`config.mk`:
```
export PLATFORM = sky130hd
export DESIGN_NAME = stuffed_frame_receive_parser
export DESIGN_NICKNAME = d
export VERILOG_FILES = /design/src/rtl/sfp_pkg.sv /design/src/rtl/stuffed_frame_receive_parser.sv /design/src/rtl/sfp_front.sv /design/src/rtl/sfp_queue.sv /design/src/rtl/sfp_back.sv
export SDC_FILE = /design/constraint.sdc
export NUM_CORES = 1
export LEC_CHECK = 0
export BUFFER_PORTS_ARGS = -buffer_cell sky130_fd_sc_hd__buf_4
export CORE_MARGIN = 1.5
export CORE_UTILIZATION = 30
export DETAILED_ROUTE_END_ITERATION = 10
export PLACE_DENSITY = 0.55
export SLEW_MARGIN = 20
export SYNTH_ARGS = -nofsm -noshare
export SYNTH_HDL_FRONTEND = slang
export SYNTH_SLANG_ARGS = --single-unit
```
`constraint.sdc`:
```
create_clock -name i_clk -period 3.3 [get_ports i_clk]
set_clock_uncertainty 0.15 [all_clocks]
set_input_delay 0.165 -clock i_clk [delete_from_list [all_inputs] [get_ports i_clk]]
set_output_delay 0.165 -clock i_clk [all_outputs]
set_load 0.02 [all_outputs]
```
`src/rtl/sfp_pkg.sv`:
```
// ----------------------------------------------------------------------------
// sfp_pkg
// Types and constants of the stuffed-frame receive parser.
// ----------------------------------------------------------------------------
`default_nettype none

package sfp_pkg;

    localparam logic [7:0] FLAG_BYTE   = 8'h7e;
    localparam logic [7:0] ESC_BYTE    = 8'h7d;
    localparam logic [7:0] ESC_MASK    = 8'h20;
    localparam logic [7:0] CTRL_PLAIN  = 8'h00;
    localparam logic [7:0] CTRL_POLL   = 8'h20;
    localparam logic [7:0] TYPE_MAX    = 8'h02;
    localparam logic [7:0] ADDR_RESET  = 8'h03;
    localparam logic [7:0] SEQ_RESET   = 8'hff;

    localparam logic [1:0] PTYPE_DATA    = 2'd0;
    localparam logic [1:0] PTYPE_CONTROL = 2'd1;
    localparam logic [1:0] PTYPE_END     = 2'd2;

    localparam logic [1:0] TLV_LAST = 2'd2;

    // Bytes from the type byte up to the first data byte, type byte included.
    localparam logic [16:0] DATA_HDR_LEN = 17'd4;

    typedef enum logic [1:0] {
        KIND_PAYLOAD = 2'd0,
        KIND_ACCEPT  = 2'd1,
        KIND_REJECT  = 2'd2
    } t_kind;

    typedef enum logic [3:0] {
        PH_IDLE,
        PH_ADDR,
        PH_CTRL,
        PH_HCHK,
        PH_TYPE,
        PH_SEQ,
        PH_LENH,
        PH_LENL,
        PH_DATA,
        PH_TLVT,
        PH_TLVL,
        PH_TLVV,
        PH_TRAIL,
        PH_CLOSE
    } t_phase;

    // Classified event passed from front to back.
    typedef struct packed {
        t_kind       kind;
        logic [7:0]  data;   // unescaped packet byte
        logic [1:0]  ptype;  // packet type
        logic        first;  // type byte, restarts position count
        logic [7:0]  seq;    // sequence + 1, for accept of a data packet
    } t_event;

endpackage

`default_nettype wire

```
`src/rtl/stuffed_frame_receive_parser.sv`:
```
// ----------------------------------------------------------------------------
// stuffed_frame_receive_parser
// Byte-stuffed frame deframer: header checks, unescaping, packet parsing,
// trailer check and accept/reject reporting with duplicate detection.
// ----------------------------------------------------------------------------
//
//  Channel   Handshake            Beat
//  -------   ------------------   ------------------------------------------
//  input     push / full          i_rx_byte: one raw line byte
//  result    empty / pop          kind, payload byte, position, packet type,
//                                 data length, duplicate
//  config    valid / ready        i_cfg_address_byte (ready held high)
//
//  One line byte is taken per cycle; full only rises when the event queue
//  (P_QUEUE_DEPTH entries) is backed up by a stalled result side.
//  A result passes from the front FSM into the queue, then into the back end's
//  output register. Escape bytes and header bytes that pass give none.
//  Reset (synchronous, active low) clears the frame FSM, the queue, the
//  output valid flag, and sets the address to 0x03 and last sequence to 0xff.
//  A stalled pop holds the result; the queue absorbs bytes until it fills.
// ----------------------------------------------------------------------------
`default_nettype none

module stuffed_frame_receive_parser
    import sfp_pkg::*;
#(
    parameter int P_QUEUE_DEPTH = 4
) (
    input  wire logic        i_clk,
    input  wire logic        i_rst_n,
    // line bytes
    input  wire logic        push,
    output      logic        full,
    input  wire logic [7:0]  i_rx_byte,
    // results
    output      logic        empty,
    input  wire logic        pop,
    output      logic [1:0]  o_kind,
    output      logic [7:0]  o_payload_byte,
    output      logic [16:0] o_position,
    output      logic [1:0]  o_packet_type,
    output      logic [15:0] o_data_length,
    output      logic        o_duplicate,
    // address register write
    input  wire logic        valid,
    output      logic        ready,
    input  wire logic [7:0]  i_cfg_address_byte
);

    logic   in_accept;
    logic   ev_valid;
    t_event ev;
    logic   q_full;
    logic   q_valid;
    t_event q_head;
    logic   q_take;

    // The front never needs to wait on anything but queue space.
    assign full      = q_full;
    assign in_accept = push && !q_full;
    assign ready     = 1'b1;

    // Front: per-byte classification and frame state.
    sfp_front u_front (
        .i_clk              (i_clk),
        .i_rst_n            (i_rst_n),
        .i_accept           (in_accept),
        .i_rx_byte          (i_rx_byte),
        .i_cfg_we           (valid),
        .i_cfg_address_byte (i_cfg_address_byte),
        .o_ev_valid         (ev_valid),
        .o_ev               (ev)
    );

    // Decoupling queue: lets the front keep taking bytes under pop stalls.
    sfp_queue #(
        .DEPTH (P_QUEUE_DEPTH)
    ) u_queue (
        .i_clk   (i_clk),
        .i_rst_n (i_rst_n),
        .i_wr    (ev_valid),
        .i_wdata (ev),
        .i_rd    (q_take),
        .o_full  (q_full),
        .o_valid (q_valid),
        .o_rdata (q_head)
    );

    // Back: position count, length, duplicate check, result register.
    sfp_back u_back (
        .i_clk          (i_clk),
        .i_rst_n        (i_rst_n),
        .i_ev_valid     (q_valid),
        .i_ev           (q_head),
        .o_ev_take      (q_take),
        .i_pop          (pop),
        .o_empty        (empty),
        .o_kind         (o_kind),
        .o_payload_byte (o_payload_byte),
        .o_position     (o_position),
        .o_packet_type  (o_packet_type),
        .o_data_length  (o_data_length),
        .o_duplicate    (o_duplicate)
    );

endmodule

`default_nettype wire

```
`src/rtl/sfp_front.sv`:
```
// ----------------------------------------------------------------------------
// sfp_front
// Frame state machine: header checks, unescaping, check byte, field walk.
// ----------------------------------------------------------------------------
`default_nettype none

module sfp_front
    import sfp_pkg::*;
(
    input  wire logic       i_clk,
    input  wire logic       i_rst_n,
    input  wire logic       i_accept,
    input  wire logic [7:0] i_rx_byte,
    input  wire logic       i_cfg_we,
    input  wire logic [7:0] i_cfg_address_byte,
    output      logic       o_ev_valid,
    output      t_event     o_ev
);

    t_phase      r_phase, n_phase;
    logic        r_esc, n_esc;
    logic [7:0]  r_hctl, n_hctl;
    logic [7:0]  r_acc, n_acc;
    logic [15:0] r_rem, n_rem;
    logic [7:0]  r_lenh, n_lenh;
    logic [1:0]  r_fc, n_fc;
    logic [1:0]  r_type, n_type;
    logic [7:0]  r_seq, n_seq;
    logic [7:0]  r_addr;

    always_ff @(posedge i_clk) begin
        if (!i_rst_n) begin
            r_phase <= PH_IDLE;
            r_esc   <= 1'b0;
            r_hctl  <= '0;
            r_acc   <= '0;
            r_rem   <= '0;
            r_lenh  <= '0;
            r_fc    <= '0;
            r_type  <= '0;
            r_seq   <= '0;
            r_addr  <= ADDR_RESET;
        end else begin
            r_phase <= n_phase;
            r_esc   <= n_esc;
            r_hctl  <= n_hctl;
            r_acc   <= n_acc;
            r_rem   <= n_rem;
            r_lenh  <= n_lenh;
            r_fc    <= n_fc;
            r_type  <= n_type;
            r_seq   <= n_seq;
            if (i_cfg_we) begin
                r_addr <= i_cfg_address_byte;
            end
        end
    end

    always_comb begin
        logic [7:0] v;
        v          = i_rx_byte;
        n_phase    = r_phase;
        n_esc      = r_esc;
        n_hctl     = r_hctl;
        n_acc      = r_acc;
        n_rem      = r_rem;
        n_lenh     = r_lenh;
        n_fc       = r_fc;
        n_type     = r_type;
        n_seq      = r_seq;
        o_ev_valid = 1'b0;
        o_ev       = '0;
        o_ev.kind  = KIND_REJECT;

        if (i_accept) begin
            case (r_phase)
                PH_IDLE: begin
                    o_ev_valid = (i_rx_byte != FLAG_BYTE);
                    n_phase    = (i_rx_byte == FLAG_BYTE) ? PH_ADDR : PH_IDLE;
                end
                PH_ADDR: begin
                    o_ev_valid = (i_rx_byte != r_addr);
                    n_phase    = (i_rx_byte == r_addr) ? PH_CTRL : PH_IDLE;
                end
                PH_CTRL: begin
                    if (i_rx_byte == CTRL_PLAIN || i_rx_byte == CTRL_POLL) begin
                        n_hctl  = i_rx_byte;
                        n_phase = PH_HCHK;
                    end else begin
                        o_ev_valid = 1'b1;
                        n_phase    = PH_IDLE;
                    end
                end
                PH_HCHK: begin
                    o_ev_valid = (i_rx_byte != (r_addr ^ r_hctl));
                    n_phase    = (i_rx_byte == (r_addr ^ r_hctl)) ? PH_TYPE : PH_IDLE;
                end
                PH_TYPE: begin
                    o_ev_valid = 1'b1;
                    if (i_rx_byte > TYPE_MAX) begin
                        n_phase = PH_IDLE;
                    end else begin
                        n_type   = i_rx_byte[1:0];
                        n_acc    = i_rx_byte;
                        n_fc     = '0;
                        o_ev.kind  = KIND_PAYLOAD;
                        o_ev.data  = i_rx_byte;
                        o_ev.ptype = i_rx_byte[1:0];
                        o_ev.first = 1'b1;
                        case (i_rx_byte[1:0])
                            PTYPE_DATA:    n_phase = PH_SEQ;
                            PTYPE_CONTROL: n_phase = PH_TLVT;
                            default:       n_phase = PH_TRAIL;
                        endcase
                    end
                end
                PH_CLOSE: begin
                    o_ev_valid = 1'b1;
                    n_phase    = PH_IDLE;
                    if (i_rx_byte == FLAG_BYTE) begin
                        o_ev.kind  = KIND_ACCEPT;
                        o_ev.ptype = r_type;
                        o_ev.seq   = r_seq;
                    end
                end
                PH_SEQ, PH_LENH, PH_LENL, PH_DATA,
                PH_TLVT, PH_TLVL, PH_TLVV, PH_TRAIL: begin
                    if (!r_esc && i_rx_byte == ESC_BYTE) begin
                        n_esc = 1'b1;
                    end else begin
                        v     = r_esc ? (i_rx_byte ^ ESC_MASK) : i_rx_byte;
                        n_esc = 1'b0;
                        if (r_phase == PH_TRAIL) begin
                            o_ev_valid = (v != r_acc);
                            n_phase    = (v == r_acc) ? PH_CLOSE : PH_IDLE;
                        end else begin
                            n_acc      = r_acc ^ v;
                            o_ev_valid = 1'b1;
                            o_ev.kind  = KIND_PAYLOAD;
                            o_ev.data  = v;
                            o_ev.ptype = r_type;
                            case (r_phase)
                                PH_SEQ: begin
                                    n_seq   = v + 8'd1;
                                    n_phase = PH_LENH;
                                end
                                PH_LENH: begin
                                    n_lenh  = v;
                                    n_phase = PH_LENL;
                                end
                                PH_LENL: begin
                                    n_rem   = {r_lenh, v};
                                    n_phase = ({r_lenh, v} == 16'd0) ? PH_TRAIL : PH_DATA;
                                end
                                PH_DATA: begin
                                    n_rem = r_rem - 16'd1;
                                    if (r_rem == 16'd1) begin
                                        n_phase = PH_TRAIL;
                                    end
                                end
                                PH_TLVT: begin
                                    n_phase = PH_TLVL;
                                end
                                PH_TLVL, PH_TLVV: begin
                                    if (r_phase == PH_TLVL) begin
                                        n_rem = {8'h00, v};
                                    end else begin
                                        n_rem = r_rem - 16'd1;
                                    end
                                    if ((r_phase == PH_TLVL && v != 8'h00)
                                        || (r_phase == PH_TLVV && r_rem != 16'd1)) begin
                                        n_phase = (r_phase == PH_TLVL) ? PH_TLVV : PH_TLVV;
                                    end else if (r_fc >= TLV_LAST) begin
                                        n_phase = PH_TRAIL;
                                    end else begin
                                        n_fc    = r_fc + 2'd1;
                                        n_phase = PH_TLVT;
                                    end
                                end
                                default: begin
                                    n_phase = r_phase;
                                end
                            endcase
                        end
                    end
                end
                default: begin
                    n_phase = PH_IDLE;
                end
            endcase

            // Any rejection or accept clears the per-frame state.
            if (o_ev_valid && o_ev.kind != KIND_PAYLOAD) begin
                n_phase = PH_IDLE;
                n_esc   = 1'b0;
                n_hctl  = '0;
                n_acc   = '0;
                n_rem   = '0;
                n_lenh  = '0;
                n_fc    = '0;
                n_type  = '0;
                n_seq   = '0;
            end
        end
    end

endmodule

`default_nettype wire

```
`src/rtl/sfp_queue.sv`:
```
// ----------------------------------------------------------------------------
// sfp_queue
// Small event queue between front and back.
// ----------------------------------------------------------------------------
`default_nettype none

module sfp_queue
    import sfp_pkg::*;
#(
    parameter int DEPTH = 4
) (
    input  wire logic   i_clk,
    input  wire logic   i_rst_n,
    input  wire logic   i_wr,
    input  wire t_event i_wdata,
    input  wire logic   i_rd,
    output      logic   o_full,
    output      logic   o_valid,
    output      t_event o_rdata
);

    localparam int PW = (DEPTH > 1) ? $clog2(DEPTH) : 1;
    localparam int CW = $clog2(DEPTH + 1);
    localparam logic [PW-1:0] PTR_LAST = PW'(DEPTH - 1);
    localparam logic [CW-1:0] CNT_FULL = CW'(DEPTH);

    t_event        r_mem [DEPTH];
    logic [PW-1:0] r_wptr, r_rptr;
    logic [CW-1:0] r_cnt;

    assign o_full  = (r_cnt == CNT_FULL);
    assign o_valid = (r_cnt != '0);
    assign o_rdata = r_mem[r_rptr];

    always_ff @(posedge i_clk) begin
        if (i_wr) begin
            r_mem[r_wptr] <= i_wdata;
        end
    end

    always_ff @(posedge i_clk) begin
        if (!i_rst_n) begin
            r_wptr <= '0;
            r_rptr <= '0;
            r_cnt  <= '0;
        end else begin
            if (i_wr) begin
                r_wptr <= (r_wptr == PTR_LAST) ? '0 : r_wptr + 1'b1;
            end
            if (i_rd) begin
                r_rptr <= (r_rptr == PTR_LAST) ? '0 : r_rptr + 1'b1;
            end
            case ({i_wr, i_rd})
                2'b10:   r_cnt <= r_cnt + 1'b1;
                2'b01:   r_cnt <= r_cnt - 1'b1;
                default: r_cnt <= r_cnt;
            endcase
        end
    end

endmodule

`default_nettype wire

```
`src/rtl/sfp_back.sv`:
```
// ----------------------------------------------------------------------------
// sfp_back
// Result builder: packet position, data length, duplicate detection,
// and the output register.
// ----------------------------------------------------------------------------
`default_nettype none

module sfp_back
    import sfp_pkg::*;
(
    input  wire logic        i_clk,
    input  wire logic        i_rst_n,
    input  wire logic        i_ev_valid,
    input  wire t_event      i_ev,
    output      logic        o_ev_take,
    input  wire logic        i_pop,
    output      logic        o_empty,
    output      logic [1:0]  o_kind,
    output      logic [7:0]  o_payload_byte,
    output      logic [16:0] o_position,
    output      logic [1:0]  o_packet_type,
    output      logic [15:0] o_data_length,
    output      logic        o_duplicate
);

    logic        r_out_valid;
    logic [16:0] r_pos, n_pos;
    logic [7:0]  r_last, n_last;
    logic [1:0]  r_kind, n_kind;
    logic [7:0]  r_byte, n_byte;
    logic [16:0] r_opos, n_opos;
    logic [1:0]  r_type, n_type;
    logic [15:0] r_len, n_len;
    logic        r_dup, n_dup;
    logic [16:0] body_len;

    assign o_ev_take = i_ev_valid && (!r_out_valid || i_pop);
    assign body_len  = r_pos - DATA_HDR_LEN;

    always_comb begin
        n_pos  = r_pos;
        n_last = r_last;
        n_kind = i_ev.kind;
        n_byte = '0;
        n_opos = '0;
        n_type = '0;
        n_len  = '0;
        n_dup  = 1'b0;
        case (i_ev.kind)
            KIND_PAYLOAD: begin
                n_byte = i_ev.data;
                n_type = i_ev.ptype;
                n_opos = i_ev.first ? '0 : r_pos;
                n_pos  = n_opos + 17'd1;
            end
            KIND_ACCEPT: begin
                n_type = i_ev.ptype;
                if (i_ev.ptype == PTYPE_DATA) begin
                    n_len  = body_len[15:0];
                    n_dup  = (i_ev.seq == r_last);
                    n_last = i_ev.seq;
                end
            end
            default: begin
                n_kind = KIND_REJECT;
            end
        endcase
    end

    always_ff @(posedge i_clk) begin
        if (!i_rst_n) begin
            r_out_valid <= 1'b0;
            r_pos       <= '0;
            r_last      <= SEQ_RESET;
        end else begin
            if (o_ev_take) begin
                r_out_valid <= 1'b1;
                r_pos       <= n_pos;
                r_last      <= n_last;
            end else if (i_pop) begin
                r_out_valid <= 1'b0;
            end
        end
    end

    always_ff @(posedge i_clk) begin
        if (o_ev_take) begin
            r_kind <= n_kind;
            r_byte <= n_byte;
            r_opos <= n_opos;
            r_type <= n_type;
            r_len  <= n_len;
            r_dup  <= n_dup;
        end
    end

    assign o_empty        = !r_out_valid;
    assign o_kind         = r_kind;
    assign o_payload_byte = r_byte;
    assign o_position     = r_opos;
    assign o_packet_type  = r_type;
    assign o_data_length  = r_len;
    assign o_duplicate    = r_dup;

endmodule

`default_nettype wire

```
==> results.yml <==
route:
  routed-wl-met3_mm: 1.541
  drt-initial-drc-count: 515
  ant_nets: 0
  vias: 8492
  finalWirelength_mm: 28.83
  wl_met1_mm: 13.16
  wl_met2_mm: 13.39
  dr.pass1.iters: 5
  top_layer: "met4"
  via_per_inst: 5.128
  drc: 0
  wire_per_inst_um: 17.41
synth:
  synth_cell_types: 85
  synthCells: 1054
  async_flop_share: 0
  syn_area_um2: 11270
  synth_nets: 1092
  synth_edf_count: 130
  ys_seq_elements: 230
  ys_seq_area_frac: 0.5240
  yosysWarnings: 0
  ys.flop_type: "edfxtp_1"
  syn_area_per_cell_um2: 10.69
layout:
  final_cell_mix: "buf_4 (130), edfxtp_1 (130), dfxtp_1 (96)"
  nFillCells: 3647
  antenna_cells: 0
  layout.nets: 1207
  syn2layout_area_growth_pct: 22.22
  drive_gt1_frac: 0.1995
clocking:
  cts.sinks: 230
  clk_latency_ns: 0.54
  path_clk_slew_ns: 0.06
  cts_tree: "yes"
  cts_buffers: 25
  clk_path_buf_depth: 3
  htree_levels: 1
  cts-root-buf: "clkbuf_16"
floorplanning:
  core-area_um2: 36790
  rows: 70
  ios: 70
  die_area_um2: 38740
  initial_core_util: 0.3064
  die_height_um: 196.8
  dieWidth_um: 196.8
sta:
  post-route-min-period_ns: 3.316
  rsz0062_at_grt: "true"
  setup_viol: 1
  slew_headroom: 0.2404
  final_max_slew_viol_count: 0
  setup_ws_ns: -0.01624
  hold_viol_final: 0
  fmax_mhz: 301.5
  worstMarginPinSlew_ns: 1.130
  post-route-period-util: 1.005
  setup-tns-final_ns: -0.01624
global_routing:
  grt_pass1_wl_mm: 46.33
  antenna_found_initial: 0
  grt_overflow: 0
  grt_util_all_layers: 0.1494
  grt_max_degree: 51
  grt_pass1_vias: 8464
power:
  power_uw: 8677
  vdd_drop_max_v: 0.0003884
  leakage_uw: 0.004859
  power-per-cell-area_nw_per_um2: 629.9
critical_path:
  cp.required_ns: 3.62
  cp-startpoint: "u_front.r_phase[2]"
  r2r_setup_slack_ns: -0.02
  critical_path_class: "reg2reg"
  setup.worst_path.start_class: "flip-flop"
  reg2reg_to: "u_queue.r_cnt[2]"
  reg2reg_depth: 13
  timing.rr.start: "u_front.r_phase[2]"
  critPathArrivalTime_ns: 3.64
  path_max_fanout: 10
  endpoint_kind: "flip-flop"
hold_path:
  min_to: "u_front.r_acc[2]"
  hold_start: "i_rx_byte[2]"
  whs_path_depth: 4
  hp-class: "in2reg"
status:
  violations: "setup timing"
  status: "finished, violations left"
placed_design:
  numPortBuffers: 68
  place.gp.congestion: 0.9047
  post-dp-hpwl_mm: 19.91
run:
  maxCapViolations: 0
power by group:
part / total (µW) / internal (µW) / switching [µW]
Clock: 2900 / 1690 / 1210
Combinational: 2130 / 864 / 1270
Sequential: 3650 / 3510 / 140
Total: 8680 / 6060 / 2620
synthesized netlist by cell type, types with 15 or more instances:
cell type | instances | area (µm²)
xnor2_1 | 40 | 350.3
and2_1 | 31 | 193.9
nand3_1 | 48 | 240.2
ha_1 | 16 | 200.2
nor2b_1 | 15 | 93.84
nor3_1 | 27 | 135.1
a21oi_1 | 52 | 260.3
inv_1 | 27 | 101.4
dfxtp_1 | 100 | 2002
mux2i_1 | 20 | 200.2
mux4_2 | 21 | 473.0
nand4_1 | 15 | 93.84
nor4_1 | 17 | 106.4
nor2_1 | 95 | 356.6
edfxtp_1 | 130 | 3904
nand2_1 | 88 | 330.3
o21ai_0 | 26 | 130.1
clkbuf_1 | 47 | 176.4
o22ai_1 | 17 | 106.4
xor2_1 | 37 | 324.1
worst max-delay path, stage by stage (launching register included):
cell,delay (ns)
dfxtp_2,0.32
or3b_4,0.41
buf_8,0.15
o41a_1,0.32
a211o_1,0.37
o2111ai_4,0.25
nand2_4,0.09
inv_4,0.06
ha_4,0.13
inv_2,0.03
fa_2,0.32
xor2_1,0.18
or3_1,0.34
a21oi_2,0.14
metrics by stage:
step           hold WS, ns  std cells  instance area, µm²  setup WS, ns    util
2_1_floorplan       0.1439       1054               11360       0.01147       -
3_3_place_gp        0.2363       1583               12620       0.01977  0.3432
3_5_place_dp        0.2435       1583               12620      0.004520  0.3432
4_1_cts           0.002494       1652               13710      0.002331  0.3727
5_1_grt            0.03114       1656               13780       -0.1169  0.3745
6_report           0.02065       1656               13780      -0.01624  0.3745
metal layers:
metal,global-route usage,vias up
li1,-,4086
met1,0.2025,4122
met2,0.2492,237
met3,0.02019,47
met4,0.04184,0
met5,0,-
sequential cells by signal, indices dropped and copies added, names as in the netlist, 2 cells and up, named ones only:
signal                 cells
u_front.r_hctl             8
u_back.o_kind              2
u_queue.r_rptr             2
u_queue.r_wptr             2
u_back.o_packet_type       2
u_front.r_acc              8
u_front.r_addr             8
u_front.r_seq              8
u_front.r_rem             16
u_front.r_type             2
u_back.r_last              8
u_front.r_phase            4
u_back.o_position         17
u_queue.r_mem             84
u_back.r_pos              17
u_queue.r_cnt              3
u_back.o_payload_byte      8
u_back.o_data_length      16
u_front.r_fc               2
u_front.r_lenh             8
how the worst max path moves through the flow:
stage / slack (ns) / cells after the start / endpoint
floorplan: 0.01 / 14 / u_queue.r_cnt[2]
CTS: 0.002 / 13 / u_queue.r_cnt[2]
detailed placement: 0.005 / 13 / u_queue.r_cnt[2]
global route: -0.12 / 13 / u_queue.r_cnt[2]
finish: -0.02 / 13 / u_queue.r_cnt[2]
global placement: 0.02 / 13 / u_queue.r_cnt[2]
cell type report:
class	instances	area, µm²	share of cell area
sequential	230	5911	0.4291
inverter	28	107.6	0.007811
clock inverter	15	178.9	0.01299
timing repair buffer	156	1252	0.09092
multi-input combinational	728	5072	0.3682
tap	468	585.6	0.04251
clock buffer	31	668.1	0.04850
kinds of logic (layout without fill, tap and decap cells):
| logic type | after synthesis | in the layout | share of synthesized area |
|---|---|---|---|
| xor+xnor | 79 | 79 | 0.06383 |
| simple gates | 401 | 401 | 0.1808 |
| mux | 41 | 41 | 0.05972 |
| flops | 230 | 230 | 0.5240 |
| other cells | 1 | 1 | 0.0003327 |
| buf+inv | 96 | 230 | 0.03464 |
| fa+ha+maj | 17 | 17 | 0.01954 |
| compound gates | 189 | 189 | 0.1171 |
what timing repair did:
action | CTS | global route
pin swaps | 1 | 6
setup endpoints to repair | 1 | 3
endpoints found under the hold margin | 40 | 0
hold buffers | 23 | 0
gates resized for setup | 1 | 9
buffers inserted | 0 | 4
Power figures use the tool's default switching activity.
